[src/design/text_console_cursor_scroll_assert.svh]
// ----------------------------------------------------------------------------
// text console assertion macros
// shared concurrent assertion forms, sampled on clk_i, off while in reset
// ----------------------------------------------------------------------------
`ifndef TEXT_CONSOLE_CURSOR_SCROLL_ASSERT_SVH
`define TEXT_CONSOLE_CURSOR_SCROLL_ASSERT_SVH

// consequent holds in the same cycle as the antecedent
`define TCCS_ASSERT_IMP(lbl, ante, cons, msg) \
  lbl: assert property (@(posedge clk_i) disable iff (!rst_ni) (ante) |-> (cons)) \
    else $error(msg);

// consequent holds in the cycle after the antecedent
`define TCCS_ASSERT_NXT(lbl, ante, cons, msg) \
  lbl: assert property (@(posedge clk_i) disable iff (!rst_ni) (ante) |=> (cons)) \
    else $error(msg);

`endif

[src/design/tccs_pkg.sv]
// ----------------------------------------------------------------------------
// text console package
// command codes, special characters and controller/datapath interface types
// ----------------------------------------------------------------------------
package tccs_pkg;

  // item commands
  localparam logic CMD_PUT  = 1'b0;
  localparam logic CMD_READ = 1'b1;

  // special character bytes
  localparam logic [7:0] CH_NEWLINE   = 8'd10;
  localparam logic [7:0] CH_BACKSPACE = 8'd8;

  // controller to datapath commands
  typedef struct packed {
    logic load;     // capture the input item
    logic calc;     // work out cursor, address and write data
    logic access;   // screen store write or read
    logic sweep;    // write zero at the sweep address and step it
    logic advance;  // move the ring row origin down one row
  } dp_cmd_t;

  // datapath to controller status
  typedef struct packed {
    logic sweep_last;  // sweep address is at its final cell
    logic scroll;      // the current item scrolls the screen
  } dp_status_t;

endpackage

[src/design/tccs_ctrl.sv]
// ----------------------------------------------------------------------------
// text console controller
// sequences reset clearing, item execution, row scroll sweeps and the result
// ----------------------------------------------------------------------------
`include "text_console_cursor_scroll_assert.svh"

module tccs_ctrl (
  input  logic                 clk_i,
  input  logic                 rst_ni,
  input  logic                 start_i,
  input  tccs_pkg::dp_status_t status_i,
  output tccs_pkg::dp_cmd_t    cmd_o,
  output logic                 busy_o,
  output logic                 done_o
);

  localparam logic [2:0] ST_CLEAR  = 3'd0;
  localparam logic [2:0] ST_IDLE   = 3'd1;
  localparam logic [2:0] ST_CALC   = 3'd2;
  localparam logic [2:0] ST_ACCESS = 3'd3;
  localparam logic [2:0] ST_SCROLL = 3'd4;
  localparam logic [2:0] ST_DONE   = 3'd5;

  logic [2:0] state_q, state_d;

  // next state and commands
  always_comb begin
    state_d = state_q;
    cmd_o   = '0;
    unique case (state_q)
      ST_CLEAR: begin
        cmd_o.sweep = 1'b1;
        if (status_i.sweep_last) state_d = ST_IDLE;
      end
      ST_IDLE: begin
        if (start_i) begin
          cmd_o.load = 1'b1;
          state_d    = ST_CALC;
        end
      end
      ST_CALC: begin
        cmd_o.calc = 1'b1;
        state_d    = ST_ACCESS;
      end
      ST_ACCESS: begin
        cmd_o.access = 1'b1;
        state_d      = status_i.scroll ? ST_SCROLL : ST_DONE;
      end
      ST_SCROLL: begin
        cmd_o.sweep = 1'b1;
        if (status_i.sweep_last) begin
          cmd_o.advance = 1'b1;
          state_d       = ST_DONE;
        end
      end
      ST_DONE: begin
        state_d = ST_IDLE;
      end
      default: begin
        state_d = ST_IDLE;
      end
    endcase
  end

  // state register
  always_ff @(posedge clk_i or negedge rst_ni) begin
    if (!rst_ni) begin
      state_q <= ST_CLEAR;
    end else begin
      state_q <= state_d;
    end
  end

  assign busy_o = (state_q != ST_IDLE);
  assign done_o = (state_q == ST_DONE);

  // checks
  `TCCS_ASSERT_NXT(a_accept_to_calc, (state_q == ST_IDLE) && start_i, state_q == ST_CALC,
                   "accepted item did not enter calc")
  `TCCS_ASSERT_NXT(a_done_single, done_o, !done_o && !busy_o,
                   "result strobe longer than one cycle")
  `TCCS_ASSERT_NXT(a_scroll_end, (state_q == ST_SCROLL) && status_i.sweep_last, done_o,
                   "scroll sweep end did not deliver the result")

endmodule

[config.mk]
export PLATFORM = sky130hd
export DESIGN_NAME = tccs_ctrl
export DESIGN_NICKNAME = d
export VERILOG_FILES = /design/src/design/tccs_pkg.sv /design/src/design/tccs_ctrl.sv
export VERILOG_INCLUDE_DIRS = /design/src /design/src/design
export SDC_FILE = /design/constraint.sdc
export NUM_CORES = 1
export LEC_CHECK = 0
export BUFFER_PORTS_ARGS = -buffer_cell sky130_fd_sc_hd__buf_2
export CORE_AREA = 2 2 39 41
export CTS_CLUSTER_DIAMETER = 60
export DETAILED_ROUTE_END_ITERATION = 7
export DIE_AREA = 0 0 41 43
export GPL_ROUTABILITY_DRIVEN = 1
export PLACE_DENSITY = 0.32
export SLEW_MARGIN = 20
export SYNTH_ARGS = -nofsm -noshare
export SYNTH_HDL_FRONTEND = slang
export SYNTH_SLANG_ARGS = --single-unit
[constraint.sdc]
create_clock -name clk_i -period 1.4 [get_ports clk_i]
set_clock_uncertainty 0.05 [all_clocks]
set_input_delay 0.28 -clock clk_i [delete_from_list [all_inputs] [get_ports clk_i]]
set_output_delay 0.28 -clock clk_i [all_outputs]
set_load 0.05 [all_outputs]
Word-level counts from Yosys, hierarchy flattened:

Index checks and enable logic that the tools add are counted.

* muxes and demuxes: 12
* shift operators: 0
* divide/modulo/power cells: 0
* reduce and logical (&&, ||, !) cells: 3
* equality and inequality tests: 9
* add/sub/neg operators: 0
* magnitude comparators: 0
* $mul: 0
* bitwise logic cells: 0

Operators with widths (number)
* $pmux W3 S5: 1
* $mux W3: 3
* $mux W1: 8
* $eq A3 B2 Y1 const B: 2
* $eq A3 B3 Y1 const B: 2
* $ne A2 B2 Y1 const B: 3
* $eq A3 B1 Y1 const B: 1
* $logic_not A3 Y1: 1
* $ne A3 B1 Y1 const B: 1
* $reduce_and A3 Y1: 1
* $reduce_or A2 Y1: 1

* word-level logic and storage cells: 25
* memory bits (read-only): 0
* memories kept: 0
* latch bits: 0
* register bits after elaboration: 3
* bits in writable memories: 0

Logic depth before layout (Yosys ltp):

Gate-level depths: netlist of the first run.

* depth in word-level cells: 3
* gate-level depth with buffers: 2
* mapped depth without buffers: 2

Least setup slack after synthesis of the first run:

OpenSTA, ideal clock, no wires.

* path type: register -> output
* from: register state_q[0]
* to: output port cmd_o[0] (netlist bit)
* path buffers: 0
* stages on the path, launching flop included: 3
* arrival time: 1.766 ns
* setup slack: -0.696 ns
* data required time: 1.070 ns
* cell sequence: dfrtp_1 -> nor2_1 -> and3_1

RTL lines
* from (decl): line tccs_ctrl.sv:24 `logic [2:0] state_q, state_d;`
* from (signal assigned): line tccs_ctrl.sv:70 `state_q <= state_d;`
* to (decl): line tccs_ctrl.sv:12 `output tccs_pkg::dp_cmd_t cmd_o,`

==> metrics.txt, run 1 <==
# TYPE chip_impl_metric gauge
chip_impl_metric{name="place_inst",unit=""} 49
chip_impl_info{name="critical_path.top_delay_family",value="flip-flops"} 1
chip_impl_metric{name="max_cap_viol_count",unit=""} 0
chip_impl_info{name="min_path_type",value="input port to register"} 1
chip_impl_metric{name="power_density",unit="mW/mm^2"} 2700
chip_impl_metric{name="via_count_of_the_first_global_routing_pass",unit=""} 236
chip_impl_metric{name="antenna_found_initial",unit=""} 0
chip_impl_metric{name="worst_ir_drop_vdd",unit="mV"} 0.727
chip_impl_metric{name="synthDistinctLibCells",unit=""} 12
chip_impl_metric{name="fmaxAchievable",unit="MHz"} 683
chip_impl_metric{name="cellLeakagePower",unit="nW"} 0.202
chip_impl_metric{name="syn-instance-count",unit=""} 18
chip_impl_metric{name="synth.top_cell.area_share",unit="%"} 39.5
chip_impl_metric{name="place_worst_setup_slack",unit="ns"} 0.0244
chip_impl_metric{name="rr_worst_depth",unit=""} 4
chip_impl_metric{name="start_util",unit="%"} 13.7
chip_impl_metric{name="critical_path_buf_inv_count",unit=""} 1
chip_impl_metric{name="layout_area_overhead",unit="%"} 130
chip_impl_metric{name="iteration_0_drc_count_of_the_detailed_router",unit=""} 2
chip_impl_info{name="tritoncts",value="done"} 1
chip_impl_metric{name="final_cells",unit=""} 57
chip_impl_metric{name="route.antenna.remaining_nets",unit=""} 0
chip_impl_metric{name="worst-endpoint-arrival",unit="ns"} 1.13
chip_impl_metric{name="finalHoldViolCount",unit=""} 0
chip_impl_metric{name="worst_setup_hold_path_clk_slew",unit="ns"} 0.03
chip_impl_metric{name="detail_route.drc_violations",unit=""} 0
chip_impl_metric{name="fin_crit_sh",unit="%"} 105
chip_impl_info{name="r2r-start",value="state_q[1]"} 1
chip_impl_info{name="timing.setup.critical_path_class",value="register to primary output"} 1
chip_impl_metric{name="cts_inserted_buffers",unit=""} 3
chip_impl_metric{name="first_pass_grt_wire_length",unit="um"} 883
chip_impl_metric{name="global_route.usage.total",unit="%"} 7.75
chip_impl_metric{name="number_of_nets_in_the_finished_design",unit=""} 47
chip_impl_metric{name="largest_register_ffs",unit=""} 3
chip_impl_metric{name="final_layout_size_suffix_gt1_share",unit="%"} 78.0
chip_impl_info{name="violations",value="setup timing"} 1
chip_impl_info{name="result_of_the_run",value="complete, but fails checks"} 1
chip_impl_metric{name="fillCellCount",unit=""} 158
chip_impl_metric{name="worst_slew_pin_slew",unit="ns"} 0.135
chip_impl_metric{name="power.total",unit="mW"} 1.18
chip_impl_metric{name="yosysWarningCount",unit=""} 0
chip_impl_metric{name="area_enclosed_by_the_die_boundary",unit="sq mm"} 0.00176
chip_impl_metric{name="core_region_area",unit="sq mm"} 0.00138
chip_impl_metric{name="grt.overflow.total",unit=""} 0
chip_impl_metric{name="dp.final_hpwl",unit="um"} 419
chip_impl_metric{name="totalWireLength",unit="um"} 532
chip_impl_metric{name="syn_avg_cell_area",unit="sq um"} 10.6
chip_impl_metric{name="clock_sinks",unit=""} 3
chip_impl_metric{name="ys_ff_latch",unit=""} 3
chip_impl_metric{name="die_height",unit="um"} 43
chip_impl_metric{name="slew_violations",unit=""} 0
chip_impl_metric{name="syn-cell-area",unit="sq um"} 190
chip_impl_metric{name="syn_nets",unit=""} 23
chip_impl_info{name="timing.critical_path.to",value="cmd_o[0]"} 1
chip_impl_info{name="critical_path.cell_chain",value="nor2_4 > and3_4 > buf_8"} 1
chip_impl_metric{name="fin_crit",unit="ns"} 1.46
chip_impl_metric{name="grt_start_max_net_pins",unit=""} 6
chip_impl_metric{name="placementRows",unit=""} 14
chip_impl_info{name="largest_registers",value="state_q x3"} 1
chip_impl_metric{name="worst_slew_margin_rel",unit="%"} 90.7
chip_impl_metric{name="vias",unit=""} 214
chip_impl_info{name="timing.critical_path.slowest_stage_cell",value="dfrtp_2"} 1
chip_impl_info{name="worst_setup_path_start_kind",value="register"} 1
chip_impl_metric{name="cts_max_level",unit=""} 1
chip_impl_metric{name="setup_viol",unit=""} 5
chip_impl_metric{name="rrSetupSlack",unit="ns"} 0.20
chip_impl_info{name="endpoint_kind",value="primary output"} 1
chip_impl_metric{name="drt_pass1_iterations",unit=""} 2
chip_impl_info{name="rsz0062_at_grt",value="true"} 1
chip_impl_info{name="worstReg2RegEnd",value="state_q[0]"} 1
chip_impl_info{name="dominant_cells_by_area_after_synthesis",value="dfrtp_1, a2bb2o_4, nand2b_4, and3_1, nand2b_1"} 1
chip_impl_metric{name="ctsLongestPathBuffers",unit=""} 2
chip_impl_metric{name="port-buffer-count",unit=""} 11
chip_impl_info{name="max_flop_register",value="state_q"} 1
chip_impl_info{name="critPathLaunch",value="state_q[0]"} 1
chip_impl_metric{name="die_width",unit="um"} 41
chip_impl_metric{name="globalplace.congestion",unit=""} 0.688
chip_impl_metric{name="timing.final.ws_setup",unit="ns"} -0.0647
chip_impl_metric{name="worstSetupPathDepth",unit=""} 3
chip_impl_metric{name="timing.critical_path.fanout_max",unit=""} 5
chip_impl_info{name="root_buffer_cell",value="clkbuf_4"} 1
chip_impl_metric{name="share_of_synthesized_area_occupied_by_flip_flops_and_latches",unit="%"} 39.5
chip_impl_metric{name="cp_data_required_time",unit="ns"} 1.07
chip_impl_info{name="yosys.area.top_type",value="dfrtp_1"} 1
chip_impl_metric{name="max_stage_delay_on_crit_path",unit="ns"} 0.45
chip_impl_metric{name="floorplan.io_pins",unit=""} 12
chip_impl_metric{name="vias_per_inst",unit=""} 3.75
chip_impl_metric{name="post_drt_wl_per_cell",unit="um"} 9.33
chip_impl_metric{name="antenna_cells_inserted",unit=""} 0
chip_impl_metric{name="worstSkewPairLatency",unit="ns"} 0.23
-- timing repair --
action / CTS / global route
endpoints found under the setup margin: 7 / 7
pin swaps: 1 / 0
hold endpoints to repair: 3 / 0
hold buffers: 1 / 0
cloned: 0 / 0
setup buffers: 3 / 0
gates resized for setup: 18 / 1
-- per-layer routing --
metal	share of wire, %	global-route usage [%]	up-vias
met1	39	8.12	98
met2	57	12.5	6
met4	0	8.00	0
met3	4.7	0	0
met5	0	0	-
li1	-	-	110
-- power by group --
group | internal [mW] | leakage (nW) | switching, mW
logic | 0.401 | 0.152 | 0.439
clock network | 0.107 | 0.0150 | 0.0437
registers | 0.127 | 0.0349 | 0.0633
-- Yosys cell counts (all sizes together) --
library cell / number
a21oi: 1
a2bb2o: 1
and3: 2
dfrtp: 3
inv: 1
mux2i: 1
nand2b: 3
nand3b: 1
nor2: 3
nor3b: 1
o32a: 1
-- cell usage in the layout, fill, tap and decap left out, drive strengths merged --
| cell type | count |
|---|---|
| nand2b | 3 |
| dfrtp | 3 |
| nor2 | 3 |
| nand3b | 1 |
| a2bb2o | 1 |
| dlygate4sd3 | 1 |
| mux2i | 1 |
| a21oi | 1 |
| buf | 18 |
| nor3b | 1 |
| inv | 1 |
| and3 | 2 |
| clkbuf | 4 |
| o32a | 1 |
-- cell families (layout without fill, tap and decap cells) --
logic type      after synthesis  in the layout  synth area share (%)
buf+inv                       1             24                  1.97
flops                         3              3                  39.5
mux                           1              1                  5.26
simple gates                 10             10                  34.2
compound gates                3              3                  19.1
-- worst reg2reg max path: stages (launching register included) --
cell     delay (ns)
dfrtp_2        0.45
buf_4          0.16
buf_4          0.12
mux2i_1        0.11
o32a_2         0.17
-- cell type report --
cell class	count	area [sq um]	share of cell area, %
tap	16	20.0	4.58
sequential	3	77.6	17.8
clock buffer	4	26.3	6.02
timing repair buffer	19	169	38.7
multi-input combinational	14	140	32.1
inverter	1	3.75	0.860
-- how the worst min path moves through the flow --
stage	from	endpoint	depth (start not counted)
final	status_i[1]	state_q[0]	2
after CTS	status_i[1]	state_q[0]	2
after global placement	rst_ni	state_q[1]	1
after floorplan	rst_ni	state_q[0]	0
after global routing	status_i[1]	state_q[0]	2
after detailed placement	rst_ni	state_q[1]	1
-- stage by stage --
| step | cell area, sq um | utilization, % | hold WS (ns) | setup TNS, ns |
|---|---|---|---|---|
| final | 437 | 31.6 | 0.263 | -0.231 |
| after detailed placement | 320 | 23.1 | 0.0271 | 0 |
| after floorplan | 215 | - | -0.0656 | -0.161 |
| after CTS | 433 | 31.3 | 0.260 | -0.308 |
| after global placement | 320 | 23.1 | 0.0265 | 0 |
| after global routing | 437 | 31.6 | 0.276 | -0.544 |
No activity file was read; power rests on OpenSTA's default activity.
==> inputs of run 2 (changes only) <==
==> constraint.sdc (replaced) <==
create_clock -name clk_i -period 1.4 [get_ports clk_i]
set_clock_uncertainty 0.05 [all_clocks]
set_input_delay 0.07 -clock clk_i [delete_from_list [all_inputs] [get_ports clk_i]]
set_output_delay 0.07 -clock clk_i [all_outputs]
set_load 0.05 [all_outputs]
==> metrics.txt, run 2 (synthesized netlist as in run 1, its figures left out) <==
# TYPE chip_impl_metric gauge
chip_impl_info{name="timing.setup.critical_path_class",value="register to primary output"} 1
chip_impl_metric{name="slew_violations",unit=""} 0
chip_impl_metric{name="place_inst",unit=""} 45
chip_impl_metric{name="core_region_area",unit="sq mm"} 0.00138
chip_impl_metric{name="fin_crit",unit="ns"} 1.34
chip_impl_metric{name="globalplace.congestion",unit=""} 0.620
chip_impl_info{name="max_flop_register",value="state_q"} 1
chip_impl_metric{name="start_util",unit="%"} 13.7
chip_impl_metric{name="worstSkewPairLatency",unit="ns"} 0.23
chip_impl_metric{name="swShare",unit="%"} 52.3
chip_impl_metric{name="ctsLongestPathBuffers",unit=""} 2
chip_impl_metric{name="met2_length",unit="um"} 215
chip_impl_metric{name="area_enclosed_by_the_die_boundary",unit="sq mm"} 0.00176
chip_impl_metric{name="setup_viol",unit=""} 0
chip_impl_metric{name="post-route-util",unit="%"} 24.4
chip_impl_metric{name="cts_max_level",unit=""} 1
chip_impl_info{name="timing.critical_path.slowest_stage_cell",value="dfrtp_2"} 1
chip_impl_info{name="largest_registers",value="state_q x3"} 1
chip_impl_metric{name="port-buffer-count",unit=""} 11
chip_impl_metric{name="fmaxAchievable",unit="MHz"} 748
chip_impl_info{name="r2r-start",value="state_q[1]"} 1
chip_impl_metric{name="max_cap_viol_count",unit=""} 0
chip_impl_metric{name="rr_worst_depth",unit=""} 1
chip_impl_metric{name="cellInternalPower",unit="mW"} 0.457
chip_impl_metric{name="totalWireLength",unit="um"} 464
chip_impl_metric{name="dp.final_hpwl",unit="um"} 378
chip_impl_metric{name="layout_area_overhead",unit="%"} 77.6
chip_impl_metric{name="routedLengthMet1",unit="um"} 195
chip_impl_metric{name="dr_wl_met3",unit="um"} 54
chip_impl_metric{name="number_of_nets_in_the_finished_design",unit=""} 40
chip_impl_info{name="mostFrequentLayoutCell",value="buf_2"} 1
chip_impl_metric{name="floorplan.io_pins",unit=""} 12
chip_impl_metric{name="worst_setup_hold_path_clk_slew",unit="ns"} 0.04
chip_impl_info{name="rsz0062_at_grt",value="false"} 1
chip_impl_metric{name="power_density",unit="mW/mm^2"} 2830
chip_impl_metric{name="drt_pass1_iterations",unit=""} 2
chip_impl_metric{name="placed_area",unit="sq um"} 273
chip_impl_metric{name="worst_ir_drop_vdd",unit="mV"} 0.837
chip_impl_metric{name="rrSetupSlack",unit="ns"} 0.37
chip_impl_metric{name="global_route.usage.total",unit="%"} 6.24
chip_impl_metric{name="power.share.clock",unit="%"} 15.8
chip_impl_metric{name="via_count_of_the_first_global_routing_pass",unit=""} 164
chip_impl_metric{name="cts_inserted_buffers",unit=""} 3
chip_impl_info{name="tritoncts",value="done"} 1
chip_impl_metric{name="max_stage_delay_on_crit_path",unit="ns"} 0.43
chip_impl_metric{name="post_drt_wl_per_cell",unit="um"} 9.28
chip_impl_metric{name="finalHoldViolCount",unit=""} 0
chip_impl_metric{name="final_cells",unit=""} 50
chip_impl_info{name="min_path_type",value="input port to register"} 1
chip_impl_metric{name="antenna_cells_inserted",unit=""} 0
chip_impl_info{name="timing.critical_path.to",value="cmd_o[4]"} 1
chip_impl_metric{name="grt.overflow.total",unit=""} 0
chip_impl_metric{name="die_height",unit="um"} 43
chip_impl_metric{name="route.antenna.remaining_nets",unit=""} 0
chip_impl_metric{name="vias",unit=""} 200
chip_impl_metric{name="cellLeakagePower",unit="nW"} 0.160
chip_impl_metric{name="worst-endpoint-arrival",unit="ns"} 1.22
chip_impl_metric{name="final_layout_size_suffix_gt1_share",unit="%"} 67.6
chip_impl_metric{name="worst_slew_margin_rel",unit="%"} 83.4
chip_impl_metric{name="hold_slack",unit="ns"} 0.0401
chip_impl_metric{name="clock_sinks",unit=""} 3
chip_impl_metric{name="comb_power_share",unit="%"} 62.3
chip_impl_info{name="critPathLaunch",value="state_q[2]"} 1
chip_impl_metric{name="p_switching",unit="mW"} 0.500
chip_impl_metric{name="fin_crit_sh",unit="%"} 95.5
chip_impl_metric{name="iteration_0_drc_count_of_the_detailed_router",unit=""} 3
chip_impl_info{name="critical_path.cell_chain",value="nand2b_4 > nor3b_4 > buf_6"} 1
chip_impl_metric{name="largest_register_ffs",unit=""} 3
chip_impl_metric{name="vias_per_inst",unit=""} 4.00
chip_impl_info{name="endpoint_kind",value="primary output"} 1
chip_impl_metric{name="worst_slew_pin_slew",unit="ns"} 0.250
chip_impl_metric{name="placementRows",unit=""} 14
chip_impl_info{name="result_of_the_run",value="finished, final reports clean"} 1
chip_impl_info{name="top_metal_used",value="met3"} 1
chip_impl_metric{name="timing.critical_path.fanout_max",unit=""} 6
chip_impl_metric{name="grt_start_max_net_pins",unit=""} 8
chip_impl_metric{name="first_pass_grt_wire_length",unit="um"} 710
chip_impl_metric{name="die_width",unit="um"} 41
chip_impl_metric{name="antenna_found_initial",unit=""} 0
chip_impl_info{name="worst_setup_path_start_kind",value="register"} 1
chip_impl_metric{name="finalInstanceArea",unit="sq um"} 338
chip_impl_metric{name="cts.repair_timing.setup_buffer_count",unit=""} 0
chip_impl_metric{name="cp_data_required_time",unit="ns"} 1.28
chip_impl_info{name="mostFrequentLayoutCells",value="buf_2, clkbuf_4, dfrtp_2"} 1
chip_impl_metric{name="detail_route.drc_violations",unit=""} 0
chip_impl_metric{name="seq_power_share",unit="%"} 21.9
chip_impl_info{name="root_buffer_cell",value="clkbuf_4"} 1
chip_impl_info{name="worstReg2RegEnd",value="state_q[0]"} 1
run 2: cell count changes in the layout (fill, tap and decap cells not counted), moves of 2 or more:
cell / previous run / this run
nor2_2: 2 / 0
buf_6: 5 / 1
nor2_1: 0 / 2
buf_4: 7 / 1
buf_2: 4 / 7
buf_8: 2 / 0
clkbuf_4: 3 / 5
run 2: worst max-delay path, delay by kind of cell (launching register included):
family                 cells  cell delay [ns]
buffers and inverters      1             0.18
flip-flops                 1             0.43
AND/OR/NAND/NOR            2             0.38
run 2: timing repair:
action	in CTS	in global routing
hold buffers	1	0
hold endpoints to repair	3	0
setup endpoints to repair	2	4
gates resized for setup	2	8
run 2: final cells by class:
| cell class | instances | area [sq um] |
|---|---|---|
| Clock buffer | 4 | 26.3 |
| Fill cell | 161 | 1050 |
| Inverter | 1 | 3.75 |
| Multi-Input combinational cell | 14 | 130 |
| Sequential cell | 3 | 78.8 |
| Tap cell | 16 | 20.0 |
| Timing Repair Buffer | 12 | 78.8 |
run 2: how the worst min path moves through the flow:
stage                     cells after the start         end  slack [ns]   startpoint
after floorplan                               0  state_q[0]       -0.28       rst_ni
after global placement                        1  state_q[2]       -0.18       rst_ni
after detailed placement                      1  state_q[2]       -0.18       rst_ni
after CTS                                     2  state_q[0]        0.03  status_i[1]
after global routing                          2  state_q[0]        0.03  status_i[1]
final                                         2  state_q[0]        0.04  status_i[1]
run 2: through the flow:
| step | setup WS, ns | power [mW] | TNS (ns) |
|---|---|---|---|
| 3_5_place_dp | 0.219 | 0.744 | 0 |
| 6_report | 0.0625 | 0.957 | 0 |
| 4_1_cts | 0.0200 | 0.914 | 0 |
| 5_1_grt | 0.0171 | 1.02 | 0 |
| 2_1_floorplan | -0.213 | 0.630 | -0.213 |
| 3_3_place_gp | 0.226 | 0.741 | 0 |
run 2: power by group through the flow:
stage	clock network (mW)	registers [mW]	logic (mW)
global route	0.168	0.220	0.631
floorplan	0	0.179	0.452
finish	0.151	0.210	0.596
detailed placement	0	0.193	0.552
CTS	0.159	0.192	0.564
global placement	0	0.193	0.548
run 2: metal layers:
layer / global-route usage (%) / up-vias
met5: 0 / -
met3: 3.14 / 0
met2: 8.13 / 8
li1: - / 99
met4: 4.00 / 0
met1: 7.79 / 93
==> inputs of run 3 (changes only) <==
--- a/config.mk
+++ b/config.mk
@@ -7,12 +7,14 @@
 export NUM_CORES = 1
 export LEC_CHECK = 0
 export BUFFER_PORTS_ARGS = -buffer_cell sky130_fd_sc_hd__buf_2
+export CELL_PAD_IN_SITES_DETAIL_PLACEMENT = 1
+export CELL_PAD_IN_SITES_GLOBAL_PLACEMENT = 2
 export CORE_AREA = 2 2 39 41
 export CTS_CLUSTER_DIAMETER = 60
 export DETAILED_ROUTE_END_ITERATION = 7
 export DIE_AREA = 0 0 41 43
 export GPL_ROUTABILITY_DRIVEN = 1
-export PLACE_DENSITY = 0.32
+export PLACE_DENSITY = 0.53
 export SLEW_MARGIN = 20
 export SYNTH_ARGS = -nofsm -noshare
 export SYNTH_HDL_FRONTEND = slang
==> constraint.sdc (replaced) <==
create_clock -name clk_i -period 1.2 [get_ports clk_i]
set_clock_uncertainty 0.05 [all_clocks]
set_input_delay 0.06 -clock clk_i [delete_from_list [all_inputs] [get_ports clk_i]]
set_output_delay 0.06 -clock clk_i [all_outputs]
set_load 0.05 [all_outputs]
==> metrics.txt, run 3 (synthesized netlist as in run 1, its figures left out) <==
# TYPE chip_impl_metric gauge
chip_impl_info{name="result_of_the_run",value="complete, but fails checks"} 1
chip_impl_info{name="violations",value="setup timing"} 1
chip_impl_metric{name="start_util",unit="%"} 13.7
chip_impl_metric{name="finalHoldViolCount",unit=""} 0
chip_impl_metric{name="antenna_cells_inserted",unit=""} 0
chip_impl_metric{name="worstSkewPairLatency",unit="ns"} 0.23
chip_impl_metric{name="finalInstanceArea",unit="sq um"} 428
chip_impl_metric{name="met2_length",unit="um"} 252
chip_impl_metric{name="fin_crit_sh",unit="%"} 105
chip_impl_metric{name="dr_wl_met3",unit="um"} 44
chip_impl_metric{name="global_route.usage.total",unit="%"} 7.46
chip_impl_metric{name="vias_per_inst",unit=""} 3.89
chip_impl_metric{name="first_pass_grt_wire_length",unit="um"} 814
chip_impl_metric{name="iteration_0_drc_count_of_the_detailed_router",unit=""} 0
chip_impl_metric{name="core_region_area",unit="sq mm"} 0.00138
chip_impl_metric{name="die_width",unit="um"} 41
chip_impl_metric{name="cp_data_required_time",unit="ns"} 1.09
chip_impl_metric{name="slew_violations",unit=""} 0
chip_impl_metric{name="via_count_of_the_first_global_routing_pass",unit=""} 204
chip_impl_metric{name="number_of_nets_in_the_finished_design",unit=""} 45
chip_impl_metric{name="post-route-util",unit="%"} 30.9
chip_impl_metric{name="cellLeakagePower",unit="nW"} 0.196
chip_impl_info{name="top_metal_used",value="met3"} 1
chip_impl_info{name="min_path_type",value="input port to register"} 1
chip_impl_metric{name="largest_register_ffs",unit=""} 3
chip_impl_metric{name="placementRows",unit=""} 14
chip_impl_info{name="endpoint_kind",value="primary output"} 1
chip_impl_metric{name="setup_viol",unit=""} 6
chip_impl_metric{name="timing.critical_path.fanout_max",unit=""} 6
chip_impl_metric{name="dp.final_hpwl",unit="um"} 407
chip_impl_metric{name="layout_area_overhead",unit="%"} 125
chip_impl_metric{name="post_drt_wl_per_cell",unit="um"} 9.56
chip_impl_info{name="largest_registers",value="state_q x3"} 1
chip_impl_metric{name="cts_max_level",unit=""} 1
chip_impl_metric{name="drt_pass1_iterations",unit=""} 1
chip_impl_metric{name="antenna_found_initial",unit=""} 0
chip_impl_metric{name="grt.overflow.total",unit=""} 0
chip_impl_info{name="rsz0062_at_grt",value="true"} 1
chip_impl_info{name="worst_setup_path_start_kind",value="register"} 1
chip_impl_metric{name="worst_ir_drop_vdd",unit="mV"} 1.04
chip_impl_info{name="mostFrequentLayoutCells",value="buf_2, buf_4, buf_6, clkbuf_4"} 1
chip_impl_metric{name="timing.final.ws_setup",unit="ns"} -0.0660
chip_impl_metric{name="routedLengthMet1",unit="um"} 229
chip_impl_metric{name="grt_start_max_net_pins",unit=""} 7
chip_impl_metric{name="ctsLongestPathBuffers",unit=""} 2
chip_impl_metric{name="final_layout_size_suffix_gt1_share",unit="%"} 82.1
chip_impl_metric{name="die_height",unit="um"} 43
chip_impl_info{name="tritoncts",value="done"} 1
chip_impl_info{name="max_flop_register",value="state_q"} 1
chip_impl_metric{name="globalplace.congestion",unit=""} 0.660
chip_impl_metric{name="worst-endpoint-arrival",unit="ns"} 1.16
chip_impl_metric{name="floorplan.io_pins",unit=""} 12
chip_impl_metric{name="place_worst_setup_slack",unit="ns"} 0.0156
chip_impl_metric{name="power_density",unit="mW/mm^2"} 3120
chip_impl_metric{name="route.antenna.remaining_nets",unit=""} 0
chip_impl_metric{name="detail_route.drc_violations",unit=""} 0
chip_impl_metric{name="fin_crit",unit="ns"} 1.27
chip_impl_info{name="timing.setup.critical_path_class",value="register to primary output"} 1
chip_impl_metric{name="port-buffer-count",unit=""} 11
chip_impl_metric{name="cts_inserted_buffers",unit=""} 3
chip_impl_metric{name="fmaxAchievable",unit="MHz"} 790
chip_impl_metric{name="worst_slew_pin_slew",unit="ns"} 0.249
chip_impl_metric{name="clock_sinks",unit=""} 3
chip_impl_metric{name="power.total",unit="mW"} 1.34
chip_impl_metric{name="worst_slew_margin_rel",unit="%"} 83.5
chip_impl_metric{name="worst_setup_hold_path_clk_slew",unit="ns"} 0.04
chip_impl_metric{name="totalWireLength",unit="um"} 526
chip_impl_metric{name="vias",unit=""} 214
chip_impl_metric{name="area_enclosed_by_the_die_boundary",unit="sq mm"} 0.00176
chip_impl_info{name="root_buffer_cell",value="clkbuf_4"} 1
chip_impl_metric{name="max_cap_viol_count",unit=""} 0
chip_impl_metric{name="placed_area",unit="sq um"} 298
run 3: changes by cell type in the layout (fill, tap and decap cells not counted), moves of 2 or more:
cell and delta:
and3_1 -2, buf_8 +2, nor2_2 +2, buf_6 +3, buf_2 -2, clkbuf_4 -2
and3_4 +2, buf_4 +4, nor2_1 -2
run 3: path summary, 6_finish.rpt:
check                                  from         end  slack [ns]  depth (start not counted)
worst min-delay path            status_i[1]  state_q[0]        0.05                          2
worst max-delay path             state_q[1]    cmd_o[0]       -0.07                          3
worst max register to register   state_q[0]  state_q[0]        0.04                          2
worst min register to register   state_q[2]  state_q[1]        0.52                          2
max in group asynchronous            rst_ni  state_q[1]        0.89                          2
min in group asynchronous            rst_ni  state_q[2]        0.10                          2
run 3: area by class of cell:
class                           instances  area (sq um)
Sequential cell                         3          77.6
Tap cell                               16          20.0
Inverter                                1          3.75
Timing Repair Buffer                   17           148
Fill cell                             159           956
Multi-Input combinational cell         14           153
Clock buffer                            4          26.3
run 3: what timing repair did:
item | CTS | global route
endpoints found under the hold margin | 3 | 0
hold buffers | 1 | 0
setup endpoints to repair | 7 | 7
pin swaps | 2 | 4
setup buffers | 4 | 0
resized for setup | 15 | 4
run 3: layer usage:
layer  vias up  global-route usage [%]
li1        107                       -
met1        97                    8.47
met2        10                    9.06
met3         0                    3.66
met4         0                    8.00
met5         -                       0
run 3: where the power goes:
part,switching (mW),internal [mW]
Sequential,0.0874,0.148
Combinational,0.505,0.423
Clock,0.0486,0.124
run 3: worst max-delay path: stages, from the launching register on:
cell     delay (ns)
dfrtp_2        0.48
nor2_4         0.12
and3_4         0.19
buf_8          0.14
run 3: per-stage QoR:
stage / TNS, ns / std cells / hold WS (ns)
final: -0.190 / 55 / 0.0476
after global placement: 0 / 46 / -0.195
after detailed placement: 0 / 46 / -0.193
after global routing: -0.555 / 55 / 0.0465
after CTS: -0.296 / 55 / 0.0390
after floorplan: -0.121 / 18 / -0.286
